`config.mk`:
```
export PLATFORM = sky130hd
export DESIGN_NAME = adc_owned_sample_averager_core
export DESIGN_NICKNAME = d
export VERILOG_FILES = /design/src/hdl/aosa_pkg.sv /design/src/hdl/aosa_divider.sv /design/src/hdl/adc_owned_sample_averager_core.sv
export SDC_FILE = /design/constraint.sdc
export NUM_CORES = 1
export LEC_CHECK = 0
export ABC_AREA = 1
export BUFFER_PORTS_ARGS = -buffer_cell sky130_fd_sc_hd__buf_2
export CORE_MARGIN = 2
export CORE_UTILIZATION = 52
export DETAILED_ROUTE_END_ITERATION = 6
export HOLD_SLACK_MARGIN = 0.1
export PLACE_DENSITY_LB_ADDON = 0.15
export SYNTH_ARGS = -nofsm -noshare
export SYNTH_HDL_FRONTEND = slang
export SYNTH_HIERARCHICAL = 1
export SYNTH_SLANG_ARGS = --single-unit
```
`constraint.sdc`:
```
create_clock -name clk -period 7.34 [get_ports clk]
set_clock_uncertainty 0.1 [all_clocks]
set_input_delay 1.468 -clock clk [delete_from_list [all_inputs] [get_ports clk]]
set_output_delay 1.468 -clock clk [all_outputs]
set_load 0.005 [all_outputs]
```
`src/hdl/aosa_pkg.sv`:
```
// Package for the ADC owned-sample averager.
// Holds the payload word types, field widths and poll status codes.
// No dependencies; used by the core and the divider.
package aosa_pkg;

	// Field widths fixed by the payload words.
	localparam int SAMPLE_BITS  = 12;
	localparam int CHANNEL_BITS = 6;
	localparam int CFG_BITS     = 10;

	// Default width of the sample counter.
	localparam int COUNT_BITS_DEFAULT = 10;

	// Reset value of the samples-per-average register.
	localparam logic [CFG_BITS-1:0] CFG_RESET = CFG_BITS'(10);

	// Poll status codes.
	localparam logic [1:0] STATUS_REJECTED = 2'd0;
	localparam logic [1:0] STATUS_TAKEN    = 2'd1;
	localparam logic [1:0] STATUS_ADDED    = 2'd2;
	localparam logic [1:0] STATUS_DONE     = 2'd3;

	// One poll word.
	typedef struct packed {
		logic [CHANNEL_BITS-1:0] channel;
		logic                    converter_busy;
		logic [SAMPLE_BITS-1:0]  conversion_value;
	} poll_word_t;

	// One result word.
	typedef struct packed {
		logic [1:0]             poll_status;
		logic                   start_conversion;
		logic                   new_value;
		logic [SAMPLE_BITS-1:0] average;
	} result_word_t;

	// Divider status toward the sequencer.
	typedef struct packed {
		logic busy;
		logic done;
	} div_status_t;

endpackage

```
`src/hdl/aosa_divider.sv`:
```
// Iterative restoring divider for the averager, one quotient bit per cycle.
// Depends on aosa_pkg for the status struct.
module aosa_divider #(
	parameter int DIVIDEND_BITS = 22,
	parameter int DIVISOR_BITS  = 10
) (
	input  logic                     clk,
	input  logic                     arst_n,
	input  logic                     start,
	input  logic [DIVIDEND_BITS-1:0] dividend,
	input  logic [DIVISOR_BITS-1:0]  divisor,
	output logic [DIVIDEND_BITS-1:0] quotient,
	output aosa_pkg::div_status_t    status
);

	localparam int STEP_W = (DIVIDEND_BITS > 1) ? $clog2(DIVIDEND_BITS) : 1;
	localparam logic [STEP_W-1:0] LAST_STEP = STEP_W'(DIVIDEND_BITS - 1);

	logic                     busy_q;
	logic                     done_q;
	logic [STEP_W-1:0]        step_q;
	logic [DIVIDEND_BITS-1:0] quo_q;
	logic [DIVISOR_BITS-1:0]  rem_q;
	logic [DIVISOR_BITS-1:0]  dsr_q;
	logic [DIVISOR_BITS:0]    rem_shift;
	logic [DIVISOR_BITS:0]    trial;

	// Shift in the next dividend bit and try a subtraction.
	always_comb begin
		rem_shift = {rem_q, quo_q[DIVIDEND_BITS-1]};
		trial     = rem_shift - {1'b0, dsr_q};
	end

	// Control of the iteration.
	always_ff @(posedge clk or negedge arst_n) begin
		if (!arst_n) begin
			busy_q <= 1'b0;
			done_q <= 1'b0;
			step_q <= '0;
		end else begin
			done_q <= 1'b0;
			if (start) begin
				busy_q <= 1'b1;
				step_q <= '0;
			end else if (busy_q) begin
				if (step_q == LAST_STEP) begin
					busy_q <= 1'b0;
					done_q <= 1'b1;
				end
				step_q <= step_q + 1'b1;
			end
		end
	end

	// Remainder and quotient registers.
	always_ff @(posedge clk) begin
		if (start) begin
			quo_q <= dividend;
			rem_q <= '0;
			dsr_q <= divisor;
		end else if (busy_q) begin
			if (!trial[DIVISOR_BITS]) begin
				rem_q <= trial[DIVISOR_BITS-1:0];
				quo_q <= {quo_q[DIVIDEND_BITS-2:0], 1'b1};
			end else begin
				rem_q <= rem_shift[DIVISOR_BITS-1:0];
				quo_q <= {quo_q[DIVIDEND_BITS-2:0], 1'b0};
			end
		end
	end

	assign quotient    = quo_q;
	assign status.busy = busy_q;
	assign status.done = done_q;

	// A new division never starts on top of one in progress.
	a_no_restart: assert property (@(posedge clk) disable iff (!arst_n)
		start |-> !busy_q)
		else $error("divider started while busy");

	// Done follows the last step of an iteration.
	a_done_after_busy: assert property (@(posedge clk) disable iff (!arst_n)
		done_q |-> $past(busy_q))
		else $error("divider done without a preceding step");

endmodule

```
`src/hdl/adc_owned_sample_averager_core.sv`:
```
// ADC owned-sample averager: channel ownership, sample summing, average output.
// Rejected, taken and added polls give their result word through the write-back state.
// A completed average first passes through the bit-serial divider for sum / count;
// polls are accepted only while the sequencer is idle.
// A pending result sits in the output register while the next poll is taken.
// Asynchronous active-low reset frees the converter, clears the sum and count, sets
// samples_per_average to 10 and empties the output register.
module adc_owned_sample_averager_core #(
	parameter int COUNT_BITS = aosa_pkg::COUNT_BITS_DEFAULT
) (
	input  logic                                clk,
	input  logic                                arst_n,
	input  logic                                poll_valid,
	output logic                                poll_ready,
	input  aosa_pkg::poll_word_t                poll,
	output logic                                result_valid,
	input  logic                                result_ready,
	output aosa_pkg::result_word_t              result,
	input  logic                                cfg_valid,
	output logic                                cfg_ready,
	input  logic [aosa_pkg::CFG_BITS-1:0]       cfg_data
);

	localparam int SUM_BITS = aosa_pkg::SAMPLE_BITS + COUNT_BITS;
	localparam logic [COUNT_BITS-1:0] COUNT_MAX = '1;

	typedef enum logic [2:0] {
		ST_IDLE = 3'b001,
		ST_DIV  = 3'b010,
		ST_WB   = 3'b100
	} state_t;

	state_t                          state_q;
	logic [aosa_pkg::CFG_BITS-1:0]   spa_q;
	logic                            owner_valid_q;
	logic [aosa_pkg::CHANNEL_BITS-1:0] owner_channel_q;
	logic [SUM_BITS-1:0]             sample_sum_q;
	logic [COUNT_BITS-1:0]           sample_count_q;
	aosa_pkg::result_word_t          pend_q;
	aosa_pkg::result_word_t          result_q;
	logic                            result_valid_q;

	logic                            poll_acc;
	logic                            reject;
	logic [COUNT_BITS-1:0]           target;
	logic [SUM_BITS-1:0]             sum_next;
	logic [COUNT_BITS-1:0]           count_next;
	logic                            avg_done;
	logic                            div_start;
	logic [SUM_BITS-1:0]             div_quotient;
	aosa_pkg::div_status_t           div_status;
	logic                            wb_load;

	assign cfg_ready  = 1'b1;
	assign poll_ready = (state_q == ST_IDLE);
	assign poll_acc   = poll_valid && poll_ready;

	// Decode of the poll against the current ownership and count.
	always_comb begin
		target     = COUNT_BITS'(spa_q);
		reject     = poll.converter_busy ||
			(owner_valid_q && (owner_channel_q != poll.channel));
		sum_next   = sample_sum_q + SUM_BITS'(poll.conversion_value);
		count_next = (sample_count_q != COUNT_MAX) ? sample_count_q + 1'b1 : sample_count_q;
		avg_done   = (count_next >= target);
		div_start  = poll_acc && !reject && owner_valid_q && avg_done;
		wb_load    = (state_q == ST_WB) && (!result_valid_q || result_ready);
	end

	// Samples-per-average register.
	always_ff @(posedge clk or negedge arst_n) begin
		if (!arst_n) begin
			spa_q <= aosa_pkg::CFG_RESET;
		end else if (cfg_valid && cfg_ready) begin
			spa_q <= cfg_data;
		end
	end

	// Sequencer and ownership state.
	always_ff @(posedge clk or negedge arst_n) begin
		if (!arst_n) begin
			state_q         <= ST_IDLE;
			owner_valid_q   <= 1'b0;
			owner_channel_q <= '0;
			sample_sum_q    <= '0;
			sample_count_q  <= '0;
		end else begin
			case (state_q)
				ST_IDLE: begin
					if (poll_acc) begin
						state_q <= div_start ? ST_DIV : ST_WB;
						if (!reject) begin
							if (!owner_valid_q) begin
								owner_valid_q   <= 1'b1;
								owner_channel_q <= poll.channel;
								sample_sum_q    <= '0;
								sample_count_q  <= '0;
							end else begin
								sample_sum_q   <= sum_next;
								sample_count_q <= count_next;
								if (avg_done) begin
									owner_valid_q <= 1'b0;
								end
							end
						end
					end
				end
				ST_DIV: begin
					if (div_status.done) begin
						state_q <= ST_WB;
					end
				end
				ST_WB: begin
					if (wb_load) begin
						state_q <= ST_IDLE;
					end
				end
				default: begin
					state_q <= ST_IDLE;
				end
			endcase
		end
	end

	// Pending result word, filled at acceptance and by the divider.
	always_ff @(posedge clk) begin
		if (poll_acc) begin
			pend_q.average <= '0;
			if (reject) begin
				pend_q.poll_status      <= aosa_pkg::STATUS_REJECTED;
				pend_q.start_conversion <= 1'b0;
				pend_q.new_value        <= 1'b0;
			end else if (!owner_valid_q) begin
				pend_q.poll_status      <= aosa_pkg::STATUS_TAKEN;
				pend_q.start_conversion <= 1'b1;
				pend_q.new_value        <= 1'b0;
			end else if (avg_done) begin
				pend_q.poll_status      <= aosa_pkg::STATUS_DONE;
				pend_q.start_conversion <= 1'b0;
				pend_q.new_value        <= 1'b1;
			end else begin
				pend_q.poll_status      <= aosa_pkg::STATUS_ADDED;
				pend_q.start_conversion <= 1'b1;
				pend_q.new_value        <= 1'b0;
			end
		end else if ((state_q == ST_DIV) && div_status.done) begin
			pend_q.average <= div_quotient[aosa_pkg::SAMPLE_BITS-1:0];
		end
	end

	// Output register.
	always_ff @(posedge clk or negedge arst_n) begin
		if (!arst_n) begin
			result_valid_q <= 1'b0;
		end else if (wb_load) begin
			result_valid_q <= 1'b1;
		end else if (result_ready) begin
			result_valid_q <= 1'b0;
		end
	end

	always_ff @(posedge clk) begin
		if (wb_load) begin
			result_q <= pend_q;
		end
	end

	assign result_valid = result_valid_q;
	assign result       = result_q;

	// Divider for sum / count.
	aosa_divider #(
		.DIVIDEND_BITS(SUM_BITS),
		.DIVISOR_BITS (COUNT_BITS)
	) u_divider (
		.clk     (clk),
		.arst_n  (arst_n),
		.start   (div_start),
		.dividend(sum_next),
		.divisor (count_next),
		.quotient(div_quotient),
		.status  (div_status)
	);

	// The divider only reports completion while the sequencer waits for it.
	a_div_done_in_div: assert property (@(posedge clk) disable iff (!arst_n)
		div_status.done |-> (state_q == ST_DIV))
		else $error("divider done outside the divide state");

	// Ownership is released before the average is computed.
	a_free_during_div: assert property (@(posedge clk) disable iff (!arst_n)
		(state_q == ST_DIV) |-> !owner_valid_q)
		else $error("owner still valid while dividing");

	// A poll is never accepted while the divider is working.
	a_idle_divider: assert property (@(posedge clk) disable iff (!arst_n)
		poll_acc |-> !div_status.busy)
		else $error("poll accepted while divider busy");

	// A new result word only appears from the write-back state.
	a_result_from_wb: assert property (@(posedge clk) disable iff (!arst_n)
		$rose(result_valid_q) |-> $past(state_q == ST_WB))
		else $error("result word loaded outside write-back");

endmodule

```
# Word level (Yosys, flattened, before mapping)
# Index checks and enable logic that the tools add are counted.
[totals]
register_bits = 134
elab_cells = 81
[classes]
addsub = 4
magnitude_cmp = 1
n_eq_ne = 9
n_mux = 26
bitwise_logic = 2
reduce_logical = 17
[op_table]
columns = ["cell", "n"]
rows = [
  ["$mux W22", 3],
  ["$mux W10", 3],
  ["$add A22 B12 Y22", 1],
  ["$mux W3", 6],
  ["$mux W1", 11],
  ["$sub A11 B10 Y11", 1],
  ["$add A10 B1 Y10 const B", 1],
  ["$ge A10 B10 Y1", 1],
  ["$mux W5", 2],
  ["$ne A10 B10 Y1 const B", 1],
  ["$pmux W3 S3", 1],
  ["$logic_and A1 B1 Y1", 7],
  ["$ne A6 B6 Y1", 1],
  ["$reduce_and A3 Y1", 2],
  ["$add A5 B1 Y5 const B", 1],
  ["$eq A5 B5 Y1 const B", 1],
  ["$ne A2 B1 Y1 const B", 2],
  ["$reduce_and A4 Y1", 1],
  ["$reduce_bool A2 Y1", 2],
  ["$eq A3 B1 Y1 const B", 1],
  ["$eq A3 B2 Y1 const B", 1],
  ["$eq A3 B3 Y1 const B", 1],
  ["$logic_not A1 Y1", 2],
  ["$logic_or A1 B1 Y1", 2],
  ["other kinds (3)", 4],
]

# Longest topological paths before layout
[depth]
depth_word = 10
mapped_depth = 20
depth_no_buf = 17

# By module
# Netlist, hierarchy kept.
[modules_own_cells]
columns = ["module", "instances", "cells_each", "area_each_um2"]
rows = [
  ["adc_owned_sample_averager_core", 1, 643, 4854.7],
  ["aosa_divider", 1, 326, 2672.6],
]

# Least setup slack after synthesis
# No wires, ideal clock.
[synth_timing]
path_type = "input port to flip-flop"
from = "in poll[13] in the netlist's numbering"
to = "reg u_divider.quo_q[0] (netlist: u_divider/quotient[0]), enable pin"
arrival_ns = 3.335
t_required_ns = 6.863
setup_slack_ns = 3.528
path_stages = 12
path_buffers = 1
path_cell_list = "inv_1 nor2_1 nor2_1 nand3_1 nor2_2 nand2_2 nor2_8 nand2_1 inv_1 clkbuf_1 nor2_1 inv_1"
[synth_between]
elab_chain_cells = 8
[synth_lines]
columns = ["element", "line", "rtl"]
rows = [
  ["from (decl)", "adc_owned_sample_averager_core.sv:15", "input aosa_pkg::poll_word_t poll,"],
  ["$ne A6 B6 Y1", "adc_owned_sample_averager_core.sv:62", "(owner_valid_q && (owner_channel_q != poll.channel));"],
  ["$logic_and A1 B1 Y1", "adc_owned_sample_averager_core.sv:62", ""],
  ["$logic_or A1 B1 Y1", "adc_owned_sample_averager_core.sv:61", "reject = poll.converter_busy ||"],
  ["$logic_not A1 Y1", "n/a", ""],
  ["$logic_and A1 B1 Y1 (3 in a row)", "adc_owned_sample_averager_core.sv:66", "div_start = poll_acc && !reject && owner_valid_q && avg_done;"],
  ["net div_start", "adc_owned_sample_averager_core.sv:49", "logic div_start;"],
  ["$reduce_bool A2 Y1 (no source line)", "n/a", ""],
  ["to (signal assigned)", "aosa_divider.sv:58", "quo_q <= dividend;"],
  ["to (signal assigned)", "aosa_divider.sv:64", "quo_q <= {quo_q[DIVIDEND_BITS-2:0], 1'b1};"],
  ["to (signal assigned)", "aosa_divider.sv:67", "quo_q <= {quo_q[DIVIDEND_BITS-2:0], 1'b0};"],
  ["to (decl)", "aosa_divider.sv:22", "logic [DIVIDEND_BITS-1:0] quo_q;"],
]
# The timed path passes the listed nets, and every way through them passes these cells.
# A chain may end at the register's enable or synchronous reset.

# Final worst setup path
[layout_timing]
from = "reg sample_count_q[0]"
to = "reg u_divider.quo_q[2] (netlist: u_divider/quotient[2]), enable pin"
[layout_between]
elab_chain_cells = 5
word_cells_on_any_way = 6
classes_between = "add/sub: 1; order compare: 1; eq/ne: 1; mux: 1; reduce/logical: 2"
[layout_lines]
columns = ["element", "line", "rtl"]
rows = [
  ["from (decl)", "adc_owned_sample_averager_core.sv:38", "logic [COUNT_BITS-1:0] sample_count_q;"],
  ["from (signal assigned)", "adc_owned_sample_averager_core.sv:100", "sample_count_q <= count_next;"],
  ["$add A10 B1 Y10 / $ne A10 B10 Y1 (equally long branches)", "adc_owned_sample_averager_core.sv:64", "count_next = (sample_count_q != COUNT_MAX) ? sample_count_q + 1'b1 : sample_count_q;"],
  ["$mux W10 *", "adc_owned_sample_averager_core.sv:64", ""],
  ["net count_next[7]", "adc_owned_sample_averager_core.sv:47", "logic [COUNT_BITS-1:0] count_next;"],
  ["$ge A10 B10 Y1 *", "adc_owned_sample_averager_core.sv:65", "avg_done = (count_next >= target);"],
  ["$logic_and A1 B1 Y1 *", "adc_owned_sample_averager_core.sv:66", ""],
  ["net div_start", "adc_owned_sample_averager_core.sv:49", ""],
  ["$reduce_bool A2 Y1 (no source line) *", "n/a", ""],
]
# The timed path passes the listed nets; every way through them passes the cells marked *.

==> results.json <==
{
  "status": "completed",
  "critPathKind": "reg2reg",
  "drt-total-wl_mm": 15.2,
  "io_buffer_count": 51,
  "core-area_mm2": 0.0140,
  "critPathMaxFanout": 39,
  "gp_congestion": 0.856,
  "grt_max_degree": 61,
  "clk_path_buf_depth": 2,
  "final_util_pct": 60.4,
  "ant_nets": 0,
  "syn_area_mm2": 0.00752,
  "cts_hold_buffers": 0,
  "critical_path.max_stage_delay_ns": 0.61,
  "crit_chain": "ha_1, nand2_1, nor3_2, nand3_1, o21ai_0, ha_1, nand2_1, a21oi_1, nor2_1, nand3_1, nand2_1, inv_1, buf_4, nor2_1, inv_1",
  "relSlewSlack_pct": 22.3,
  "fmax_ghz": 0.224,
  "antenna_found_initial": 0,
  "grt_pass1_wl_mm": 25.8,
  "n_fill_cell": 1271,
  "clk_latency_ns": 0.42,
  "drt_iter0_drc": 387,
  "syn2layout_area_growth_pct": 12.4,
  "syn_inst": 968,
  "totalNegativeSetupSlack_ns": 0,
  "hold_viol": 0,
  "drive_gt1_share_pct": 12.1,
  "drv_cap": 0,
  "p_clk_share_pct": 31.4,
  "pwr-share-seq_pct": 38.6,
  "grt_pass1_vias": 5512,
  "initial_core_util_pct": 53.8,
  "clockRootBuffer": "clkbuf_16",
  "syn_nets": 1039,
  "dr.pass1.iters": 5,
  "timing.final.crit_share_pct": 60.8,
  "ys.warnings.count": 6,
  "clkSinkCount": 134,
  "combinationalPowerShare_pct": 30.1,
  "power_switching_mw": 0.921,
  "path_delay_family": "simple AND/OR/NAND/NOR gates",
  "cts_resized": 0,
  "num_io_pins": 53,
  "cts_setup_buffers": 0,
  "vdd.ir_drop.worst_mv": 0.177,
  "rows": 43,
  "cp.required_ns": 7.25,
  "arrival_ns": 4.37,
  "cp-start-kind": "flop",
  "timing.final.crit_period_ns": 4.46,
  "die_area_mm2": 0.0154,
  "vias_per_cell": 4.91,
  "grtUsageTotal_pct": 20.5,
  "fin_area_mm2": 0.00845,
  "finalNetCount": 1088,
  "avgSynthCellArea_um2": 7.77,
  "leakagePower_nw": 4.38,
  "worst_pin_slew_ns": 1.16,
  "cts_tree": "done",
  "vias": 5936,
  "rsz0062_at_grt": "false",
  "clk_pin_slew_worst_paths_ns": 0.06,
  "cts_made_buffers": 17,
  "switching_share_pct": 35.8,
  "wl_per_cell_um": 12.5,
  "final_cells": 1210,
  "crit_buf_inv": 3,
  "internal_power_mw": 1.65,
  "power_per_cell_area_mw_per_mm2": 304,
  "crit_top_cell": "nand2_1",
  "dpl_cell_area_mm2": 0.00789,
  "hold_class": "reg2reg",
  "die_h_um": 124,
  "hpwl_mm": 11.1,
  "setup_viol": 0,
  "dp.cells": 1178,
  "slew_violations": 0,
  "drc": 0,
  "overflow": 0,
  "die_w_um": 124,
  "htreeDepth": 4,
  "antenna_cells": 0,
  "critical-path-slowest-cell": "nor2_1",
  "end_kind": "flop"
}
worst register-to-register path: cells and delay by family, from the launching register on:
family	cells	cell delay (ns)
AO/OA/AOI/OAI	2	0.37
flip-flops	1	0.39
buffers and inverters	3	0.91
AND/OR/NAND/NOR	8	1.73
adder cells (fa/ha/maj)	2	0.52
metrics by stage:
stage               total power [mW]  worst slack, ns  hold slack (ns)
finish                          2.57             2.88            0.319
global route                    2.74             2.47            0.341
CTS                             2.58             2.89            0.322
detailed placement              1.77             2.68            0.308
global placement                1.76             2.83            0.303
floorplan                       1.59             3.53            0.300
flip-flops by register name (all words and copies together) (netlist names), 3 cells and up:
signal and cells:
spa_q 10, pend_q 16, u_divider/dsr_q 10, sample_count_q 10
state_q 3, sample_sum_q 22, u_divider/rem_q 10, u_divider/quotient 22
u_divider/step_q 5, result 16, owner_channel_q 6
layout make-up:
cell class                      count  area (µm²)  share of cell area [%]
Timing Repair Buffer               53         270                    3.20
Tap cell                          180         225                    2.66
Inverter                          131         494                    5.85
Clock inverter                     11        86.3                    1.02
Clock buffer                       21         482                    5.70
Multi-Input combinational cell    680        3390                    40.1
Sequential cell                   134        3510                    41.5
cells in the final DEF (no fill, tap or decap), types with 2 or more instances in the layout:
master,count
a21o_1,2
a21oi_1,29
a21oi_2,2
and2_1,9
buf_2,51
buf_4,2
clkbuf_16,18
clkbuf_8,2
clkinv_2,3
clkinv_4,2
dfrtp_1,57
dfstp_2,3
dfxtp_1,22
edfxtp_1,52
fa_1,2
ha_1,35
inv_1,129
inv_6,4
mux2_2,2
nand2_1,379
nand2_2,20
nand3_1,61
nand3_2,2
nand3b_1,4
nand4_1,9
nor2_1,58
nor2_4,2
nor2_8,2
nor3_1,6
o21ai_0,24
o22ai_1,3
xnor2_1,5
xor2_1,14
routing by layer:
layer,global-route usage [%],wire (µm),vias up
met5,0,0,-
met1,30.0,7830,2655
met3,4.12,675,13
met2,31.1,6530,121
li1,-,-,3147
met4,5.88,140,0
final timing paths:
path	slack, ns	end	from	cells after the start
worst min-delay path	0.32	result[13]	pend_q[13]	0
worst max register to register	2.88	u_divider/quotient[2]	sample_count_q[0]	15
worst min register to register	0.32	result[13]	pend_q[13]	0
worst max-delay path	2.88	u_divider/quotient[2]	sample_count_q[0]	15
max in group asynchronous	5.50	sample_sum_q[1]	arst_n	2
min in group asynchronous	1.11	spa_q[5]	arst_n	2
power groups by stage:
stage / Clock (mW) / Combinational [mW] / Sequential (mW)
floorplan: 0 / 0.609 / 0.977
global placement: 0 / 0.760 / 1.00
detailed placement: 0 / 0.769 / 1.00
CTS: 0.819 / 0.773 / 0.991
global route: 0.851 / 0.884 / 1.01
finish: 0.807 / 0.773 / 0.991
(Power assumes the default switching activity.)
